**src/sv/fpa_pkg.sv**
```systemverilog
// Shared types, op codes and constants for the fixed-point ALU.
`timescale 1ns / 1ps
`default_nettype none

package fpa_pkg;

    localparam int FPA_FRAC_BITS = 8;

    // Quotient bits resolved per divider stage and the resulting stage count.
    localparam int FPA_DIV_STEPS = 2;
    localparam int FPA_DIV_STAGES = 32 / FPA_DIV_STEPS;

    localparam int FPA_OUT_W = 40;

    localparam logic [31:0] FPA_SAT_MAX = 32'h7FFF_FFFF;
    localparam logic [31:0] FPA_SAT_MIN = 32'h8000_0000;

    typedef enum logic [3:0] {
        FPA_ADD     = 4'd0,
        FPA_SUB     = 4'd1,
        FPA_MUL     = 4'd2,
        FPA_DIV     = 4'd3,
        FPA_GT      = 4'd4,
        FPA_LT      = 4'd5,
        FPA_GE      = 4'd6,
        FPA_LE      = 4'd7,
        FPA_EQ      = 4'd8,
        FPA_NE      = 4'd9,
        FPA_MIN     = 4'd10,
        FPA_MAX     = 4'd11,
        FPA_INC     = 4'd12,
        FPA_DEC     = 4'd13,
        FPA_TOINT   = 4'd14,
        FPA_FROMINT = 4'd15
    } fpa_op_t;

    // Per-item state carried down the divider stages to the output stage.
    typedef struct packed {
        logic        is_arith;  // take the result from the magnitude path
        logic        is_div;    // run the divider steps on rem and mag
        logic        neg;
        logic        huge;      // magnitude is 2^32 or more
        logic [31:0] res;       // result of the simple ops
        logic        cmp;
        logic        ovf;
        logic        dz;
        logic [31:0] mag;       // product magnitude, or dividend/quotient shift word
        logic [31:0] rem;
        logic [31:0] divisor;
    } fpa_lane_t;

endpackage

`default_nettype wire

```
**src/sv/fpa_front.sv**
```systemverilog
// Front stages: operand magnitudes and simple ops, multiply, rounding and divide setup.
`timescale 1ns / 1ps
`default_nettype none

module fpa_front #(
    parameter int FRAC_BITS = fpa_pkg::FPA_FRAC_BITS
) (
    input  wire                      clk,
    input  wire                      rst_n,
    input  wire                      en,
    input  wire                      in_valid,
    input  wire fpa_pkg::fpa_op_t    in_op,
    input  wire logic signed [31:0]  in_a,
    input  wire logic signed [31:0]  in_b,
    output logic                     out_valid,
    output fpa_pkg::fpa_lane_t       out_lane
);
    import fpa_pkg::*;

    localparam int NW = 32 + FRAC_BITS;

    // stage 1
    logic        s1_valid_reg;
    logic        s1_is_mul_reg, s1_is_mul_next;
    logic        s1_is_div_reg, s1_is_div_next;
    logic        s1_neg_reg, s1_neg_next;
    logic [31:0] s1_ma_reg, s1_ma_next;
    logic [31:0] s1_mb_reg, s1_mb_next;
    logic [31:0] s1_res_reg, s1_res_next;
    logic        s1_cmp_reg, s1_cmp_next;
    logic        s1_ovf_reg, s1_ovf_next;
    logic        s1_dz_reg, s1_dz_next;

    logic [32:0]        ext_a, ext_b, sum;
    logic               use_sum;
    logic signed [63:0] wide_a, shifted_a;

    // stage 2
    logic          s2_valid_reg;
    logic          s2_is_mul_reg, s2_is_div_reg, s2_neg_reg;
    logic [31:0]   s2_mb_reg;
    logic [31:0]   s2_res_reg;
    logic          s2_cmp_reg, s2_ovf_reg, s2_dz_reg;
    logic [63:0]   s2_prod_reg, s2_prod_next;
    logic [NW-1:0] s2_n_reg, s2_n_next;

    // stage 3
    logic          s3_valid_reg;
    fpa_lane_t     s3_lane_reg, s3_lane_next;
    logic [63:0]   rounded;
    logic [31:0]   n_hi;
    logic          div_huge;

    assign ext_a     = {in_a[31], in_a};
    assign ext_b     = {in_b[31], in_b};
    assign wide_a    = {{32{in_a[31]}}, in_a};
    assign shifted_a = wide_a <<< FRAC_BITS;

    always_comb
    begin
        s1_is_mul_next = 1'b0;
        s1_is_div_next = 1'b0;
        s1_neg_next    = in_a[31] ^ in_b[31];
        s1_ma_next     = in_a[31] ? (~in_a + 32'd1) : in_a;
        s1_mb_next     = in_b[31] ? (~in_b + 32'd1) : in_b;
        s1_res_next    = 32'd0;
        s1_cmp_next    = 1'b0;
        s1_ovf_next    = 1'b0;
        s1_dz_next     = 1'b0;
        use_sum        = 1'b0;
        sum            = 33'd0;
        case (in_op)
            FPA_ADD:
            begin
                sum     = ext_a + ext_b;
                use_sum = 1'b1;
            end
            FPA_SUB:
            begin
                sum     = ext_a - ext_b;
                use_sum = 1'b1;
            end
            FPA_INC:
            begin
                sum     = ext_a + 33'd1;
                use_sum = 1'b1;
            end
            FPA_DEC:
            begin
                sum     = ext_a - 33'd1;
                use_sum = 1'b1;
            end
            FPA_MUL: s1_is_mul_next = 1'b1;
            FPA_DIV:
            begin
                if (in_b == 32'sd0)
                begin
                    s1_dz_next  = 1'b1;
                    s1_res_next = in_a[31] ? FPA_SAT_MIN : FPA_SAT_MAX;
                end
                else
                begin
                    s1_is_div_next = 1'b1;
                end
            end
            FPA_GT:  s1_cmp_next = (in_a > in_b);
            FPA_LT:  s1_cmp_next = (in_a < in_b);
            FPA_GE:  s1_cmp_next = (in_a >= in_b);
            FPA_LE:  s1_cmp_next = (in_a <= in_b);
            FPA_EQ:  s1_cmp_next = (in_a == in_b);
            FPA_NE:  s1_cmp_next = (in_a != in_b);
            FPA_MIN: s1_res_next = (in_a < in_b) ? in_a : in_b;
            FPA_MAX: s1_res_next = (in_a > in_b) ? in_a : in_b;
            FPA_TOINT: s1_res_next = in_a >>> FRAC_BITS;
            FPA_FROMINT:
            begin
                if (shifted_a > 64'sh0000_0000_7FFF_FFFF)
                begin
                    s1_ovf_next = 1'b1;
                    s1_res_next = FPA_SAT_MAX;
                end
                else if (shifted_a < -64'sh0000_0000_8000_0000)
                begin
                    s1_ovf_next = 1'b1;
                    s1_res_next = FPA_SAT_MIN;
                end
                else
                begin
                    s1_res_next = shifted_a[31:0];
                end
            end
            default: ;
        endcase
        if (use_sum)
        begin
            if (sum[32] != sum[31])
            begin
                s1_ovf_next = 1'b1;
                s1_res_next = sum[32] ? FPA_SAT_MIN : FPA_SAT_MAX;
            end
            else
            begin
                s1_res_next = sum[31:0];
            end
        end
    end

    // Multiply magnitudes; form the rounded, scaled dividend for the divider.
    assign s2_prod_next = 64'(s1_ma_reg) * 64'(s1_mb_reg);
    assign s2_n_next    = (NW'(s1_ma_reg) << FRAC_BITS) + NW'(s1_mb_reg >> 1);

    assign rounded  = (s2_prod_reg + (64'd1 << (FRAC_BITS - 1))) >> FRAC_BITS;
    assign n_hi     = 32'(s2_n_reg[NW-1:32]);
    // quotient reaches 2^32 when the upper dividend word is not below the divisor
    assign div_huge = (n_hi >= s2_mb_reg);

    always_comb
    begin
        s3_lane_next.is_arith = s2_is_mul_reg | s2_is_div_reg;
        s3_lane_next.is_div   = s2_is_div_reg & ~div_huge;
        s3_lane_next.neg      = s2_neg_reg;
        s3_lane_next.huge     = s2_is_mul_reg ? (|rounded[63:32]) : div_huge;
        s3_lane_next.res      = s2_res_reg;
        s3_lane_next.cmp      = s2_cmp_reg;
        s3_lane_next.ovf      = s2_ovf_reg;
        s3_lane_next.dz       = s2_dz_reg;
        s3_lane_next.mag      = s2_is_mul_reg ? rounded[31:0] : s2_n_reg[31:0];
        s3_lane_next.rem      = n_hi;
        s3_lane_next.divisor  = s2_mb_reg;
    end

    always_ff @(posedge clk or negedge rst_n)
    begin
        if (!rst_n)
        begin
            s1_valid_reg <= 1'b0;
            s2_valid_reg <= 1'b0;
            s3_valid_reg <= 1'b0;
        end
        else if (en)
        begin
            s1_valid_reg <= in_valid;
            s2_valid_reg <= s1_valid_reg;
            s3_valid_reg <= s2_valid_reg;
        end
    end

    always_ff @(posedge clk)
    begin
        if (en)
        begin
            s1_is_mul_reg <= s1_is_mul_next;
            s1_is_div_reg <= s1_is_div_next;
            s1_neg_reg    <= s1_neg_next;
            s1_ma_reg     <= s1_ma_next;
            s1_mb_reg     <= s1_mb_next;
            s1_res_reg    <= s1_res_next;
            s1_cmp_reg    <= s1_cmp_next;
            s1_ovf_reg    <= s1_ovf_next;
            s1_dz_reg     <= s1_dz_next;

            s2_is_mul_reg <= s1_is_mul_reg;
            s2_is_div_reg <= s1_is_div_reg;
            s2_neg_reg    <= s1_neg_reg;
            s2_mb_reg     <= s1_mb_reg;
            s2_res_reg    <= s1_res_reg;
            s2_cmp_reg    <= s1_cmp_reg;
            s2_ovf_reg    <= s1_ovf_reg;
            s2_dz_reg     <= s1_dz_reg;
            s2_prod_reg   <= s2_prod_next;
            s2_n_reg      <= s2_n_next;

            s3_lane_reg   <= s3_lane_next;
        end
    end

    assign out_valid = s3_valid_reg;
    assign out_lane  = s3_lane_reg;

endmodule

`default_nettype wire

```
**config.mk**
```make
export PLATFORM = sky130hd
export DESIGN_NAME = fpa_front
export DESIGN_NICKNAME = d
export VERILOG_FILES = /design/src/sv/fpa_pkg.sv /design/src/sv/fpa_front.sv
export SDC_FILE = /design/constraint.sdc
export NUM_CORES = 2
export LEC_CHECK = 0
export BUFFER_PORTS_ARGS = -buffer_cell sky130_fd_sc_hd__buf_2
export CAP_MARGIN = 10
export CORE_ASPECT_RATIO = 1.75
export CORE_MARGIN = 1
export CORE_UTILIZATION = 28
export CTS_CLUSTER_SIZE = 12
export DETAILED_ROUTE_END_ITERATION = 6
export PLACE_DENSITY = 0.44
export SYNTH_ARGS = -nofsm -noshare
export SYNTH_HDL_FRONTEND = slang
export SYNTH_SLANG_ARGS = --single-unit
```
**constraint.sdc**
```tcl
create_clock -name clk -period 12.4 [get_ports clk]
set_input_delay 2.48 -clock clk [delete_from_list [all_inputs] [get_ports clk]]
set_output_delay 2.48 -clock clk [all_outputs]
set_load 0.02 [all_outputs]
```
== Word-level counts from Yosys, hierarchy flattened ==
Index checks and enable logic that the tools add are counted.
Storage, ports and cells
  register bits after elaboration: 390
  latch bits: 0
  bits in writable memories: 0
  ROM bits: 0
  input port bits: 72
  output and inout port bits: 136
  memories kept: 0
Cells by class
  add/subtract/negate cells: 8
  multiply operators: 1
  div/mod/pow operators: 0
  magnitude comparators: 7
  eq/ne operators: 18
  shifts and indexed selects: 0
  multiplexer cells: 25
  bitwise gates (word level): 6
  reductions and logical operators: 4
Operators by type and width (number)
  $mux 32: 10
  $pmux 32 s5: 1
  $pmux 33 s4: 1
  $add 32x1->32 const B: 2
  $add 64x8->64 const B: 1
  $mul 32x32->64: 1
  $not 32->32: 2
  $mux 31: 2
  $add 40x31->40: 1
  $gt 40x32->1 const B: 1
  $lt 40x32->1 const B: 1
  $add 32x2->33 const B: 1
  $add 32x32->33: 1
  $sub 32x2->33 const B: 1
  $sub 32x32->33: 1
  $eq 32x32->1: 1
  $eq 4x4->1 const B: 8
  $ge 32x32->1: 1
  $ge 8x32->1: 1
  $gt 32x32->1: 1
  $le 32x32->1: 1
  $logic_not 32->1: 1
  $lt 32x32->1: 1
  $ne 32x32->1: 1
  other kinds (13): 26

== Longest topological paths before layout ==
  depth in word-level cells: 6
  gate-level depth with buffers: 28

== Worst setup path before layout ==
No wires, ideal clock.
  kind: register to register
  start point: reg s1_ma_reg[29]
  end point: reg s2_prod_reg[63], data pin
  setup time: 0.264 ns
  arrival time: 7.132 ns
  setup slack: 5.004 ns
  stages on the path, launching flop included: 26
  buffers on the path: 3
  clock period less this slack: 7.396 ns
  cell sequence: edfxtp_1 -> clkbuf_1 -> clkbuf_1 -> nand2_1 -> fa_1 -> inv_1 -> fa_1 -> inv_1 -> fa_1 -> fa_1 -> inv_1 -> fa_1 -> fa_1 -> fa_1 -> fa_1 -> ha_1 -> clkbuf_1 -> a21oi_1 -> o21bai_1 -> a21o_1 -> a211oi_1 -> nand3_1 -> a31o_2 -> a2111oi_1 -> o31ai_1 -> xnor2_1
Between the ends
  word-level cells in the longest chain between the ends: 1
RTL lines
  from (decl): RTL line fpa_front.sv:27  | logic [31:0] s1_ma_reg, s1_ma_next;
  from (signal assigned): RTL line fpa_front.sv:195  | s1_ma_reg <= s1_ma_next;
  $mul 32x32->64: RTL line fpa_front.sv:149  | assign s2_prod_next = 64'(s1_ma_reg) * 64'(s1_mb_reg);
  via s2_prod_next[63]: RTL line fpa_front.sv:44  | logic [63:0] s2_prod_reg, s2_prod_next;
  to (signal assigned): RTL line fpa_front.sv:210  | s2_prod_reg <= s2_prod_next;
  to (decl): RTL line fpa_front.sv:44
The timed path passes the listed nets, and every way through them passes these cells.
A chain may end at the register's enable or synchronous reset.

== Worst setup path after layout ==
  start point: reg s1_mb_reg[2]
  end point: reg s2_prod_reg[63], data pin
Between the ends
  word-level cells in the longest chain between the ends: 1
RTL lines
  from (decl): RTL line fpa_front.sv:28  | logic [31:0] s1_mb_reg, s1_mb_next;
  from (signal assigned): RTL line fpa_front.sv:196  | s1_mb_reg <= s1_mb_next;
  $mul 32x32->64: RTL line fpa_front.sv:149
  via s2_prod_next[63]: RTL line fpa_front.sv:44
The timed path passes the listed nets, and every way through them passes these cells.

==> results.md <==
- Area Growth Syn to Fin: 9.41%
- Number of I/O pins: 208
- Largest net degree at the start of global routing: 155
- First-pass GRT wire length: 303000 µm
- Die area: 0.197 mm²
- # setup viols final: 0
- Max cap viols: 0
- Die extent in x: 336 µm
- Routed wl met2: 112000 µm
- Total number of yosys warnings: 0
- Required time worst endpoint: 12780 ps
- Layout Skew: 41.4 ps
- Site Rows: 214
- 1st-pass router iterations: 6
- Max reg flops: 111
- Synth Flop Type: edfxtp_1
- Core area: 0.194 mm²
- Critical path capture point type: flop
- Metal1 wirelength: 72700 µm
- Class of the worst hold path: reg -> reg
- Cell Area, Synth: 0.0547 mm²
- CP Class: reg -> reg
- NumNets Final: 6935
- Relative slew slack: 0.177
- Root Driver: clkbuf_16
- Total Neg Setup Slack: 0 ps
- Largest area contributor in the netlist: fa_1
- WL final: 209000 µm
- Syn Inst Count: 5581
- Die height: 587 µm
- Synth Area per Inst: 9.81 µm²
- Total track usage: 0.213
- Top sig layer: met4
- Port buffer count: 183
- 1st-iter DRT viols: 2265
- Share of layout cells above drive strength 1: 0.0731
- DR WL/cell: 25.3 µm
- ANT nets after route: 0
- CTS buffer count: 45
- CTS resizes: 0
- CTS tree: yes
- Routed vias: 40600
- Worst Path Arrival: 9960 ps
- Initial Util: 0.282
- CTS sink count: 375
- CP max FO: 33
- RSZ-0062 raised after global routing: no
- Number of enable flip-flop cells after synthesis: 372
- Least-Margin Pin Slew: 1220 ps
- Commonest cells in the synthesized netlist: inv_1, fa_1, and2_1, nand2_1, edfxtp_1
- Top-count cell post-synth: inv_1
- Largest cells by area after synthesis: fa_1, edfxtp_1, ha_1
- Cts hold-fix bufs: 0
- Vias per cell: 4.93
- Element type at the critical path start: flop
- Dpl hpwl: 164000 µm
- Cell variety after synth: 96
- Final Max Tran Viols: 0
- Clock transition at path regs: 70 ps
- Fin crit share: 0.772
- Routed wl met3: 7710 µm
- Gpl congestion: 0.943
- Max Fclk: 104 MHz
- Synth top area share: 0.328
- Post-CTS setup buffer count: 0
- Clock Latency Late Sink: 670 ps
- Min Tclk post-route: 9580 ps
- Clock Path Buffers: 3
- Yosys reg bits: 375
- H-tree Lvls: 2
- Endpoints failing hold: 0
- Post-synthesis sequential area ratio: 0.205
- Initial antenna violation count: 10
- Ys async rst share: 0.00800
- Drt drc: 0
- Global route overflow: 0
- Status: finished clean
- Number of global-route vias before repair: 44500
## cells in the final DEF (no fill, tap or decap), drive strengths merged, types with 20 or more instances in the layout
| master | netlist | routed |
|---|---|---|
| inv | 941 | 942 |
| fa | 898 | 898 |
| and2 | 610 | 610 |
| nand2 | 590 | 590 |
| edfxtp | 372 | 372 |
| ha | 358 | 358 |
| buf | 53 | 279 |
| a21oi | 217 | 217 |
| xnor2 | 189 | 189 |
| nor2 | 148 | 148 |
| o21ai | 122 | 122 |
| nand3 | 82 | 82 |
| xor2 | 74 | 74 |
| a21o | 66 | 66 |
| clkbuf | 269 | 54 |
| nand4 | 41 | 41 |
| nor3 | 41 | 41 |
| and3 | 36 | 36 |
| a31oi | 31 | 31 |
| a221oi | 28 | 28 |
| nor4 | 28 | 28 |
| o21a | 25 | 25 |
| o221ai | 25 | 25 |
| conb | 1 | 24 |
| a211oi | 22 | 22 |
| mux2i | 22 | 22 |
| nand2b | 22 | 22 |
| or3 | 21 | 21 |
| o211ai | 20 | 20 |
## stage by stage
stage | hold slack (ps) | cells | cell area, µm² | setup WS, ps | util
after global placement | 401 | 8152 | 58400 | 2790 | 0.301
final | 408 | 8238 | 59900 | 2820 | 0.308
after detailed placement | 405 | 8152 | 58400 | 2730 | 0.301
after floorplan | 400 | 5604 | 54800 | 5000 | -
after global routing | 419 | 8231 | 59900 | 2450 | 0.308
after CTS | 407 | 8230 | 59900 | 2660 | 0.308
## final cells by class
class	instances	area [µm²]
inverters	943	3540
flip-flops and latches	375	11200
multi-input cells	3963	38700
repair buffers	279	1660
well taps	2592	3240
diodes	8	20.0
clock inverters	24	283
fillers	20400	134000
clock buffers	54	1200
## cells by family after synthesis
group | Yosys count | share of synthesized area
buffers and inverters | 1266 | 0.0903
AO/OA/AOI/OAI | 696 | 0.0848
adder cells (fa/ha/maj) | 1256 | 0.410
XOR/XNOR | 263 | 0.0421
other | 1 | 0.0000685
flip-flops | 375 | 0.205
multiplexers | 39 | 0.00752
AND/OR/NAND/NOR | 1685 | 0.159
## final timing paths
kind                       depth (start not counted)           from         endpoint  slack [ps]
min in group asynchronous                          1          rst_n        out_valid        1600
hold reg to reg                                    0  s1_res_reg[2]    s2_res_reg[2]         410
max in group asynchronous                          1          rst_n     s1_valid_reg       10700
setup reg to reg                                  22   s1_mb_reg[2]  s2_prod_reg[63]        2820
setup / recovery                                  22   s1_mb_reg[2]  s2_prod_reg[63]        2820
hold / removal                                     0  s1_res_reg[2]    s2_res_reg[2]         410
## metal layers
metal | vias to the layer above | global-route usage
met5 | - | 0
met4 | 0 | 0.143
met3 | 446 | 0.0208
met2 | 1234 | 0.400
met1 | 21100 | 0.220
li1 | 17900 | -
## worst max-delay path, stage by stage, from the launching register on
cell	delay, ps
edfxtp_1	1030
nand2_1	180
fa_1	580
inv_1	50
fa_1	470
inv_1	90
fa_1	530
fa_1	580
inv_1	80
fa_1	510
fa_1	570
fa_1	430
fa_1	440
ha_1	450
a21oi_1	240
o21bai_1	90
a21o_1	210
a211oi_1	720
nand3_1	590
a31o_2	490
a2111oi_1	590
o31ai_1	190
xnor2_1	150
Power is not shown: default switching activity piles up to over one toggle a cycle in this logic, so the estimate is an artifact.
