$ cat config.mk
export PLATFORM = sky130hd
export DESIGN_NAME = fpa_post
export DESIGN_NICKNAME = d
export VERILOG_FILES = /design/src/sv/fpa_pkg.sv /design/src/sv/fpa_post.sv
export SDC_FILE = /design/constraint.sdc
export NUM_CORES = 1
export LEC_CHECK = 0
export BUFFER_PORTS_ARGS = -buffer_cell sky130_fd_sc_hd__clkbuf_2
export CELL_PAD_IN_SITES_DETAIL_PLACEMENT = 1
export CELL_PAD_IN_SITES_GLOBAL_PLACEMENT = 1
export CORE_MARGIN = 4
export CORE_UTILIZATION = 30
export CTS_BUF_LIST = sky130_fd_sc_hd__clkbuf_2 sky130_fd_sc_hd__clkbuf_4 sky130_fd_sc_hd__clkbuf_8
export DETAILED_ROUTE_END_ITERATION = 8
export GPL_TIMING_DRIVEN = 0
export PLACE_DENSITY_LB_ADDON = 0.1
export SKIP_LAST_GASP = 1
export SYNTH_ARGS = -nofsm -noshare
export SYNTH_HDL_FRONTEND = slang
export SYNTH_SLANG_ARGS = --single-unit
$ cat constraint.sdc
create_clock -name clk -period 0.97 [get_ports clk]
set_clock_uncertainty 0.2 [all_clocks]
set_input_delay 0.0485 -clock clk [delete_from_list [all_inputs] [get_ports clk]]
set_output_delay 0.0485 -clock clk [all_outputs]
set_load 0.1 [all_outputs]
$ cat src/sv/fpa_pkg.sv
// Shared types, op codes and constants for the fixed-point ALU.
`timescale 1ns / 1ps
`default_nettype none

package fpa_pkg;

    localparam int FPA_FRAC_BITS = 8;

    // Quotient bits resolved per divider stage and the resulting stage count.
    localparam int FPA_DIV_STEPS = 2;
    localparam int FPA_DIV_STAGES = 32 / FPA_DIV_STEPS;

    localparam int FPA_OUT_W = 40;

    localparam logic [31:0] FPA_SAT_MAX = 32'h7FFF_FFFF;
    localparam logic [31:0] FPA_SAT_MIN = 32'h8000_0000;

    typedef enum logic [3:0] {
        FPA_ADD     = 4'd0,
        FPA_SUB     = 4'd1,
        FPA_MUL     = 4'd2,
        FPA_DIV     = 4'd3,
        FPA_GT      = 4'd4,
        FPA_LT      = 4'd5,
        FPA_GE      = 4'd6,
        FPA_LE      = 4'd7,
        FPA_EQ      = 4'd8,
        FPA_NE      = 4'd9,
        FPA_MIN     = 4'd10,
        FPA_MAX     = 4'd11,
        FPA_INC     = 4'd12,
        FPA_DEC     = 4'd13,
        FPA_TOINT   = 4'd14,
        FPA_FROMINT = 4'd15
    } fpa_op_t;

    // Per-item state carried down the divider stages to the output stage.
    typedef struct packed {
        logic        is_arith;  // take the result from the magnitude path
        logic        is_div;    // run the divider steps on rem and mag
        logic        neg;
        logic        huge;      // magnitude is 2^32 or more
        logic [31:0] res;       // result of the simple ops
        logic        cmp;
        logic        ovf;
        logic        dz;
        logic [31:0] mag;       // product magnitude, or dividend/quotient shift word
        logic [31:0] rem;
        logic [31:0] divisor;
    } fpa_lane_t;

endpackage

`default_nettype wire

$ cat src/sv/fpa_post.sv
// Output stage: sign and saturate the multiply/divide magnitude, register the result.
`timescale 1ns / 1ps
`default_nettype none

module fpa_post (
    input  wire                              clk,
    input  wire                              rst_n,
    input  wire                              en,
    input  wire                              in_valid,
    input  wire fpa_pkg::fpa_lane_t          in_lane,
    output logic                             out_valid,
    output logic [fpa_pkg::FPA_OUT_W-1:0]    out_data
);
    import fpa_pkg::*;

    logic        valid_reg;
    logic [31:0] res_reg, res_next;
    logic        cmp_reg, ovf_reg, ovf_next, dz_reg;

    always_comb
    begin
        res_next = in_lane.res;
        ovf_next = in_lane.ovf;
        if (in_lane.is_arith)
        begin
            if (in_lane.huge)
            begin
                ovf_next = 1'b1;
                res_next = in_lane.neg ? FPA_SAT_MIN : FPA_SAT_MAX;
            end
            else if (!in_lane.neg && in_lane.mag[31])
            begin
                ovf_next = 1'b1;
                res_next = FPA_SAT_MAX;
            end
            else if (in_lane.neg && in_lane.mag[31] && (|in_lane.mag[30:0]))
            begin
                ovf_next = 1'b1;
                res_next = FPA_SAT_MIN;
            end
            else
            begin
                res_next = in_lane.neg ? (~in_lane.mag + 32'd1) : in_lane.mag;
            end
        end
    end

    always_ff @(posedge clk or negedge rst_n)
    begin
        if (!rst_n)
        begin
            valid_reg <= 1'b0;
        end
        else if (en)
        begin
            valid_reg <= in_valid;
        end
    end

    always_ff @(posedge clk)
    begin
        if (en)
        begin
            res_reg <= res_next;
            cmp_reg <= in_lane.cmp;
            ovf_reg <= ovf_next;
            dz_reg  <= in_lane.dz;
        end
    end

    assign out_valid = valid_reg;
    assign out_data  = {5'b00000, dz_reg, ovf_reg, cmp_reg, res_reg};

endmodule

`default_nettype wire
[Yosys cells after proc, flatten, opt, wreduce, memory -nomap -nowiden]
Cells that the tools add are included.
Word-level totals
  ROM bits: 0
  latch bits: 0
  output and inout bits: 41
  memories kept: 0
  memory bits (writable): 0
  input port bits: 139
  flip-flop bits (word level): 36
Operators by class
  muxes and demuxes: 10
  order comparisons: 0
  shift operators: 0
  $add $sub $neg: 1
  div/mod/pow operators: 0
  reductions and logical operators: 5
  bitwise operators: 1
  $mul: 0
  equal/unequal tests: 0
Operators by type and width (number)
  two-way mux 32 bit: 6
  adder 32 x 1 -> 32 bit (second input constant): 1
  inverter 32 bit: 1
  OR reduction 31 bit: 1
  two-way mux 1 bit: 4
  logical AND 1 bit: 3
  logical NOT 1 bit: 1

[Longest topological paths before layout]
Gate-level depths: netlist of the first run.
  word-level depth: 7
  mapped depth: 8
  mapped depth without buffers: 7

[Least setup slack after synthesis of the first run]
OpenSTA, ideal clock, no wires.
  path type: input port to flip-flop
  from: in in_lane[78] in the netlist's numbering
  to: reg res_reg[29] (data pin)
  data required time: 504 ps
  stages on the path: 7
  setup slack: -1405 ps
  arrival time: 1909 ps
  path through: or4_4 > buf_6 > or4_4 > buf_6 > o41ai_1 > xor2_1 > o22ai_1
On the way
  word-level cells in the longest chain between the ends: 7
  elaborated cells between the ends (all ways): 9
Ends and longest elaborated chain
  start, declared: line fpa_post.sv:10  | input wire fpa_pkg::fpa_lane_t in_lane,
  inverter 32 bit: line fpa_post.sv:43  | res_next = in_lane.neg ? (~in_lane.mag + 32'd1) : in_lane.mag;
  adder 32 x 1 -> 32 bit: line fpa_post.sv:43
  two-way mux 32 bit: line fpa_post.sv:43
  two-way mux 32 bit (*): line fpa_post.sv:36  | else if (in_lane.neg && in_lane.mag[31] && (|in_lane.mag[30:0]))
  two-way mux 32 bit (*): line fpa_post.sv:31  | else if (!in_lane.neg && in_lane.mag[31])
  two-way mux 32 bit (*): line fpa_post.sv:26  | if (in_lane.huge)
  two-way mux 32 bit (*): line fpa_post.sv:24  | if (in_lane.is_arith)
  via res_next[29]: line fpa_post.sv:17  | logic [31:0] res_reg, res_next;
  end signal, assigned: line fpa_post.sv:64  | res_reg <= res_next;
  end, declared: line fpa_post.sv:17
Mark *: on every way through the listed nets, which the timed path passes. The rest lies on a longest branch.
A chain may end at the register's enable or synchronous reset.

[Final worst setup path of the first run]
  from: in in_lane[84] in the netlist's numbering
  to: reg res_reg[14] (data pin)
On the way
  word-level cells in the longest chain between the ends: 6
Ends and longest elaborated chain (line)
  OR reduction 31 bit: fpa_post.sv:36
  logical AND 1 bit: fpa_post.sv:36
  two-way mux 32 bit: fpa_post.sv:36
  two-way mux 32 bit: fpa_post.sv:31
  two-way mux 32 bit: fpa_post.sv:26
  two-way mux 32 bit: fpa_post.sv:24
  via res_next[14]: fpa_post.sv:17
The timed path passes the listed nets, and every way through them passes these cells.

==> run_results.csv, run 1 <==
group,metric,value,unit
job,max_cap_viol_count,0,
cts,clk_pin_slew,0.08,ns
yosys,yosysTopAreaCellShare,41.60,%
routing,vias_per_cell,5.002,
worst_setup_path,worst_setup_path_end_kind,"register",
worst_setup_path,start_kind,"input pin",
yosys,synth.mux.area_fraction,0.8420,%
placement,dp.final_hpwl,5887,um
yosys,ys_top_cells_by_count,"edfxtp_1, inv_1, xor2_1",
routing,firstDrtPassIters,4,
floorplanning,dieArea,9953,um2
global_routing,antenna_found_initial,0,
yosys,ys_ff_latch,36,
yosys,syn_area,2526,um2
floorplanning,die_w,99.77,um
cts,h-tree-depth,2,
routing,ant_nets,0,
placement,dpl_cell_area,3259,um2
yosys,ys_top_cells_by_area,"edfxtp_1, xor2_1, o221ai_2",
sta,relSlewSlack,50.87,%
floorplanning,initial_utilization,30.74,%
global_routing,grt_pass1_wl,13660,um
status,violations,"negative hold slack, negative setup slack",
yosys,syn_avg_cell_area,10.61,um2
cts,clock_path_buffers,2,
cts,clock-sinks,36,
global_routing,grt_pass1_vias,2683,
pwr,ir_worst_vdd,0.0006436,V
yosys,yosysMostFrequentCell,"edfxtp_1",
yosys,synth_enable_flop_cells,35,
global_routing,globalRoute.totalOverflow,0,
floorplanning,ios,180,
sta,slew_violations,0,
sta,rsz0062_at_grt,"yes",
sta,fmax,457.6,MHz
worst_setup_path,critPathArrivalTime,2.12,ns
worst_hold_path,hold_path.class,"input pin to register",
cells_and_area,area_growth,63.45,%
pwr,power_leakage,1.743,nW
placement,post-place-ws,-1.675,ns
yosys,seq_area_frac_synth,42.60,%
yosys,async_reset_ff_share,2.778,%
cts,cts_root_buffer,"clkbuf_8",
routing,initialDrtViolationCount,45,
global_routing,grt_usage,17.35,%
floorplanning,dieHeight,99.77,um
placement,port_buffers,109,
worst_setup_path,critPathKind,"input pin to register",
yosys,syn_inst,238,
cells_and_area,largest_reg_flops,32,
sta,finalSetupViolations,70,
placement,place_congestion,0.7331,
yosys,synthAdderAreaFrac,0.4953,%
worst_setup_path,worstPathRequired,0.90,ns
worst_setup_path,crit_fanout,5,
sta,whs,-0.06579,ns
yosys,synth-xor-area-share,9.361,%
cts,cts_buffers,5,
routing,vias,2381,
yosys,synth_top_cell_by_area,"edfxtp_1",
routing,drt-total-wl,8500,um
yosys,synth-simple-area-share,10.40,%
routing,route.detailed.drc,0,
yosys,synth_top_flop_cell,"edfxtp_1",
sta,fin_crit_sh,225.3,%
cells_and_area,nets,510,
yosys,synth_warnings,0,
global_routing,grt_max_degree,37,
sta,setup_ws,-1.216,ns
cells_and_area,antenna-diode-count,0,
sta,max_slew.worst_pin.slew,0.7370,ns
status,status,"finished, violations left",
yosys,synth_top_family_by_area,"compound AO/OA/AOI/OAI gates",
pwr,cellPowerDensity,1507,nW/um2
sta,final-hold-violation-count,30,
cells_and_area,drive_gt1_share,49.60,%
yosys,ys_types,44,
cts,cts_hold_buf,8,
cells_and_area,final_area,4129,um2
cts,clkLatencyLatePin,0.29,ns
routing,post_drt_wl_per_cell,17.86,um
cts,tritoncts,"built",
yosys,synth_compound_area_share,24.57,%
sta,min_period,2.186,ns
floorplanning,fp.coreArea,8217,um2
floorplanning,rows,33,
[worst paths after layout]
check / from / to / slack (ns) / depth (start not counted)
max: in_lane[84] / res_reg[14]$_DFFE_PP_ / -1.22 / 7
min: in_lane[112] / res_reg[13]$_DFFE_PP_ / -0.07 / 3
max reg2reg: out_valid$_DFFE_PN0P_ / out_valid$_DFFE_PN0P_ / -0.09 / 1
min reg2reg: out_valid$_DFFE_PN0P_ / out_valid$_DFFE_PN0P_ / 0.40 / 1
max in group asynchronous: rst_n / out_valid$_DFFE_PN0P_ / 0.06 / 3
min in group asynchronous: rst_n / out_valid$_DFFE_PN0P_ / 0.40 / 3
[what timing repair did]
| item | 4_1_cts | 5_1_grt |
|---|---|---|
| buffers inserted | 7 | 0 |
| endpoints found under the hold margin | 37 | 29 |
| resized for setup | 103 | 53 |
| pin swaps | 26 | 5 |
| endpoints found under the setup margin | 105 | 70 |
| gates cloned | 2 | 0 |
[final cells by class]
type                    count  area (um2)
well taps                 105       131.4
clock inverters             1       30.03
clock buffers               7       96.34
multi-input cells         152        1355
plain buffers              20       151.4
fillers                   927        4088
inverters                  29       108.9
flip-flops and latches     36        1080
repair buffers            126        1176
[cells in the final DEF (no fill, tap or decap), types with 5 or more instances in the layout]
cell type	n
a211oi_1	5
buf_12	6
buf_4	11
buf_6	7
buf_8	28
clkbuf_1	5
clkbuf_16	5
clkbuf_2	70
clkbuf_8	8
conb_1	5
dlygate4sd3_1	8
edfxtp_1	35
inv_1	29
nand2_1	7
nor2_1	18
o221ai_2	19
o31ai_1	9
or3_1	5
or4_4	5
xor2_1	23
[power breakdown]
group	switching [W]	total, W	leakage (nW)	internal, W
clock network	0.000590	0.00150	0.0645	0.000908
logic	0.00180	0.00270	1.33	0.000899
registers	0.000109	0.00202	0.353	0.00191
[worst max-delay path, stage by stage]
cell,delay (ns)
buf_6,0.10
or4_4,0.53
or4_4,0.59
o31ai_4,0.35
o211ai_4,0.18
buf_6,0.18
o221ai_2,0.14
[cells by family (layout without fill, tap and decap cells)]
kind of cell	Yosys count	in the layout
buf+inv	54	183
xor+xnor	27	27
fa+ha+maj	1	1
other cells	1	5
mux	2	2
simple gates	50	50
flops	36	36
compound gates	67	67
[per-layer routing]
layer / wire [um] / GRT usage [%] / vias up
met5: 0 / 0 / -
met4: 100 / 4.622 / 0
met3: 422 / 3.086 / 9
met2: 4266 / 30.12 / 73
met1: 3710 / 22.08 / 1150
li1: - / - / 1149
[stage by stage]
step	setup TNS [ns]	instances	utilization, %	hold slack, ns	total power [W]
finish	-45.31	476	50.25	-0.06579	0.006223
global route	-47.73	476	50.25	-0.06414	0.006454
CTS	-45.97	476	48.74	-0.07448	0.006135
detailed placement	-70.10	456	39.67	-0.3759	0.004194
global placement	-69.87	456	39.67	-0.3763	0.004177
floorplan	-49.38	242	-	-0.4471	0.003704
(Power assumes the default switching activity.)
==> run 2, diff against run 1 <==
--- a/config.mk
+++ b/config.mk
@@ -14,6 +14,7 @@
 export DETAILED_ROUTE_END_ITERATION = 8
 export GPL_TIMING_DRIVEN = 0
 export PLACE_DENSITY_LB_ADDON = 0.1
+export SETUP_SLACK_MARGIN = 0.3
 export SKIP_LAST_GASP = 1
 export SYNTH_ARGS = -nofsm -noshare
 export SYNTH_HDL_FRONTEND = slang
==> run 2 against run 1 <==
  * The run still ends with negative hold slack, negative setup slack left
  * Sequential power is essentially flat
  * Register-to-register slack is essentially flat
  * Power is 1.2% lower
  * Cell count rose by 2.1%
  * Flip-flop and latch count unchanged
  * Fmax is 7.2% lower
  * Sequential share of layout area shrank 1.1 points
  * Clock power shrank 9%
  * Count of clock-buffer cells in the layout is 1 lower
  * Combinational power grew 3%
  * Largest cell class is now non-clock buffers
  * Largest power group unchanged
  * Highest routed layer unchanged
==> run_results.csv, run 2 (synthesized netlist as in run 1, its figures left out) <==
group,metric,value,unit
status,status,"finished, violations left",
status,violations,"negative hold slack, negative setup slack",
cts,clk_pin_slew,0.08,ns
worst_setup_path,critPathArrivalTime,2.29,ns
cells_and_area,layout_commonest_cell,"clkbuf_2",
cts,cts_hold_buf,1,
worst_setup_path,worst_setup_path_end_kind,"register",
sta,max_slew.worst_pin.slew,0.7589,ns
placement,post-place-cells,456,
cts,clock-sinks,36,
cells_and_area,largest_reg_flops,32,
job,max_cap_viol_count,0,
global_routing,antenna_found_initial,0,
cells_and_area,fill_cells,907,
routing,initialDrtViolationCount,71,
routing,post_drt_wl_per_cell,17.93,um
routing,wl_met1,3595,um
worst_hold_path,hold_depth,1,
placement,place_congestion,0.7462,
sta,fin_crit_sh,242.7,%
pwr,switching_share,40.64,%
pwr,seqPwrFrac,32.9,%
sta,fmax,424.8,MHz
placement,port_buffers,109,
sta,setup_ws,-1.384,ns
cells_and_area,drive_gt1_share,53.54,%
sta,rsz0062_at_grt,"yes",
sta,relSlewSlack,49.41,%
cts,cts_buffers,5,
cells_and_area,finalNonFillerCells,486,
sta,finalSetupViolations,70,
cells_and_area,nets,520,
floorplanning,ios,180,
routing,route.detailed.drc,0,
global_routing,globalRoute.totalOverflow,0,
pwr,p_clk_share,22.1,%
worst_hold_path,hold_path.class,"input pin to register",
sta,slew_violations,0,
sta,whs,-0.2678,ns
cells_and_area,area_growth,70.38,%
routing,firstDrtPassIters,4,
pwr,ir_worst_vdd,0.0006024,V
sta,final-hold-violation-count,37,
routing,vias,2420,
cts,tritoncts,"built",
pwr,cellPowerDensity,1429,nW/um2
cells_and_area,antenna-diode-count,0,
floorplanning,dieHeight,99.77,um
worst_setup_path,rr_worst_depth,1,
pwr,p_sw,0.002499,W
pwr,total_power,0.006150,W
global_routing,grt_usage,16.84,%
cells_and_area,final_cell_mix,"clkbuf_2, edfxtp_1, inv_1",
routing,top_layer,"met4",
routing,met3_length,457,um
routing,vias_per_cell,4.979,
worst_setup_path,critPathKind,"input pin to register",
global_routing,grt_max_degree,37,
global_routing,grt_pass1_vias,2614,
worst_setup_path,worstPathRequired,0.90,ns
routing,route.met2.wl,4549,um
cts,clkLatencyLatePin,0.28,ns
cts,cts_root_buffer,"clkbuf_8",
pwr,power_leakage,1.828,nW
pwr,p_int,0.003651,W
floorplanning,fp.coreArea,8217,um2
pwr,p_comb_share,45.0,%
floorplanning,die_w,99.77,um
sta,min_period,2.354,ns
routing,ant_nets,0,
global_routing,grt_pass1_wl,13400,um
floorplanning,initial_utilization,30.74,%
floorplanning,rows,33,
cts,h-tree-depth,2,
cts,clock_path_buffers,2,
worst_setup_path,start_kind,"input pin",
floorplanning,dieArea,9953,um2
worst_setup_path,crit_fanout,7,
routing,drt-total-wl,8716,um
placement,dp.final_hpwl,5896,um
## run 2: power by group through the flow
| stage | Sequential (W) | Combinational [W] | Clock (W) |
|---|---|---|---|
| finish | 0.00202 | 0.00277 | 0.00136 |
| CTS | 0.00198 | 0.00258 | 0.00141 |
| floorplan | 0.00307 | 0.000642 | 0 |
| global placement | 0.00198 | 0.00220 | 0 |
| detailed placement | 0.00199 | 0.00221 | 0 |
| global route | 0.00204 | 0.00289 | 0.00148 |
## run 2: stage by stage
step | setup WS [ns] | util (%) | hold slack, ns | area, um2 | setup TNS, ns
final | -1.384 | 52.38 | -0.2678 | 4304 | -50.34
after global routing | -1.464 | 52.38 | -0.2739 | 4304 | -53.68
after CTS | -1.334 | 48.36 | -0.2756 | 3974 | -49.28
after detailed placement | -1.678 | 39.81 | -0.3761 | 3271 | -69.69
after global placement | -1.672 | 39.81 | -0.3763 | 3271 | -69.88
after floorplan | -1.375 | - | -0.4471 | 2594 | -49.38
## run 2: worst paths after layout
check | startpoint | slack [ns] | to
setup / recovery | in_lane[78] | -1.38 | res_reg[7]$_DFFE_PP_
hold / removal | in_lane[98] | -0.27 | cmp_reg$_DFFE_PP_
setup reg to reg | out_valid$_DFFE_PN0P_ | -0.09 | out_valid$_DFFE_PN0P_
hold reg to reg | out_valid$_DFFE_PN0P_ | 0.39 | out_valid$_DFFE_PN0P_
max in group asynchronous | rst_n | 0.59 | out_valid$_DFFE_PN0P_
min in group asynchronous | rst_n | -0.12 | out_valid$_DFFE_PN0P_
## run 2: per-layer routing
| metal | vias up | global-route usage, % |
|---|---|---|
| met3 | 10 | 3.927 |
| met5 | - | 0 |
| met4 | 0 | 3.256 |
| met1 | 1166 | 21.50 |
| li1 | 1162 | - |
| met2 | 82 | 29.09 |
## run 2: area by class of cell
cell class / count / area [um2] / area share [%]
buffer: 25 / 211.5 / 4.913
timing repair buffer: 131 / 1232 / 28.63
tap: 105 / 131.4 / 3.052
multi-input combinational: 152 / 1424 / 33.08
clock inverter: 2 / 35.03 / 0.8140
sequential: 36 / 1080 / 25.09
inverter: 29 / 113.9 / 2.645
clock buffer: 6 / 76.32 / 1.773
## run 2: critical path, cell delays in order
cell	delay, ns
buf_8	0.10
or4_4	0.52
buf_6	0.14
or4_4	0.48
buf_8	0.15
o31ai_4	0.31
o211ai_4	0.19
clkbuf_16	0.20
o221ai_2	0.13
## run 2: timing repair
item / CTS / global route
cloned: 1 / 1
endpoints found under the hold margin: 37 / 36
endpoints found under the setup margin: 105 / 70
buffers inserted: 9 / 10
pin swaps: 8 / 25
resized for setup: 104 / 74
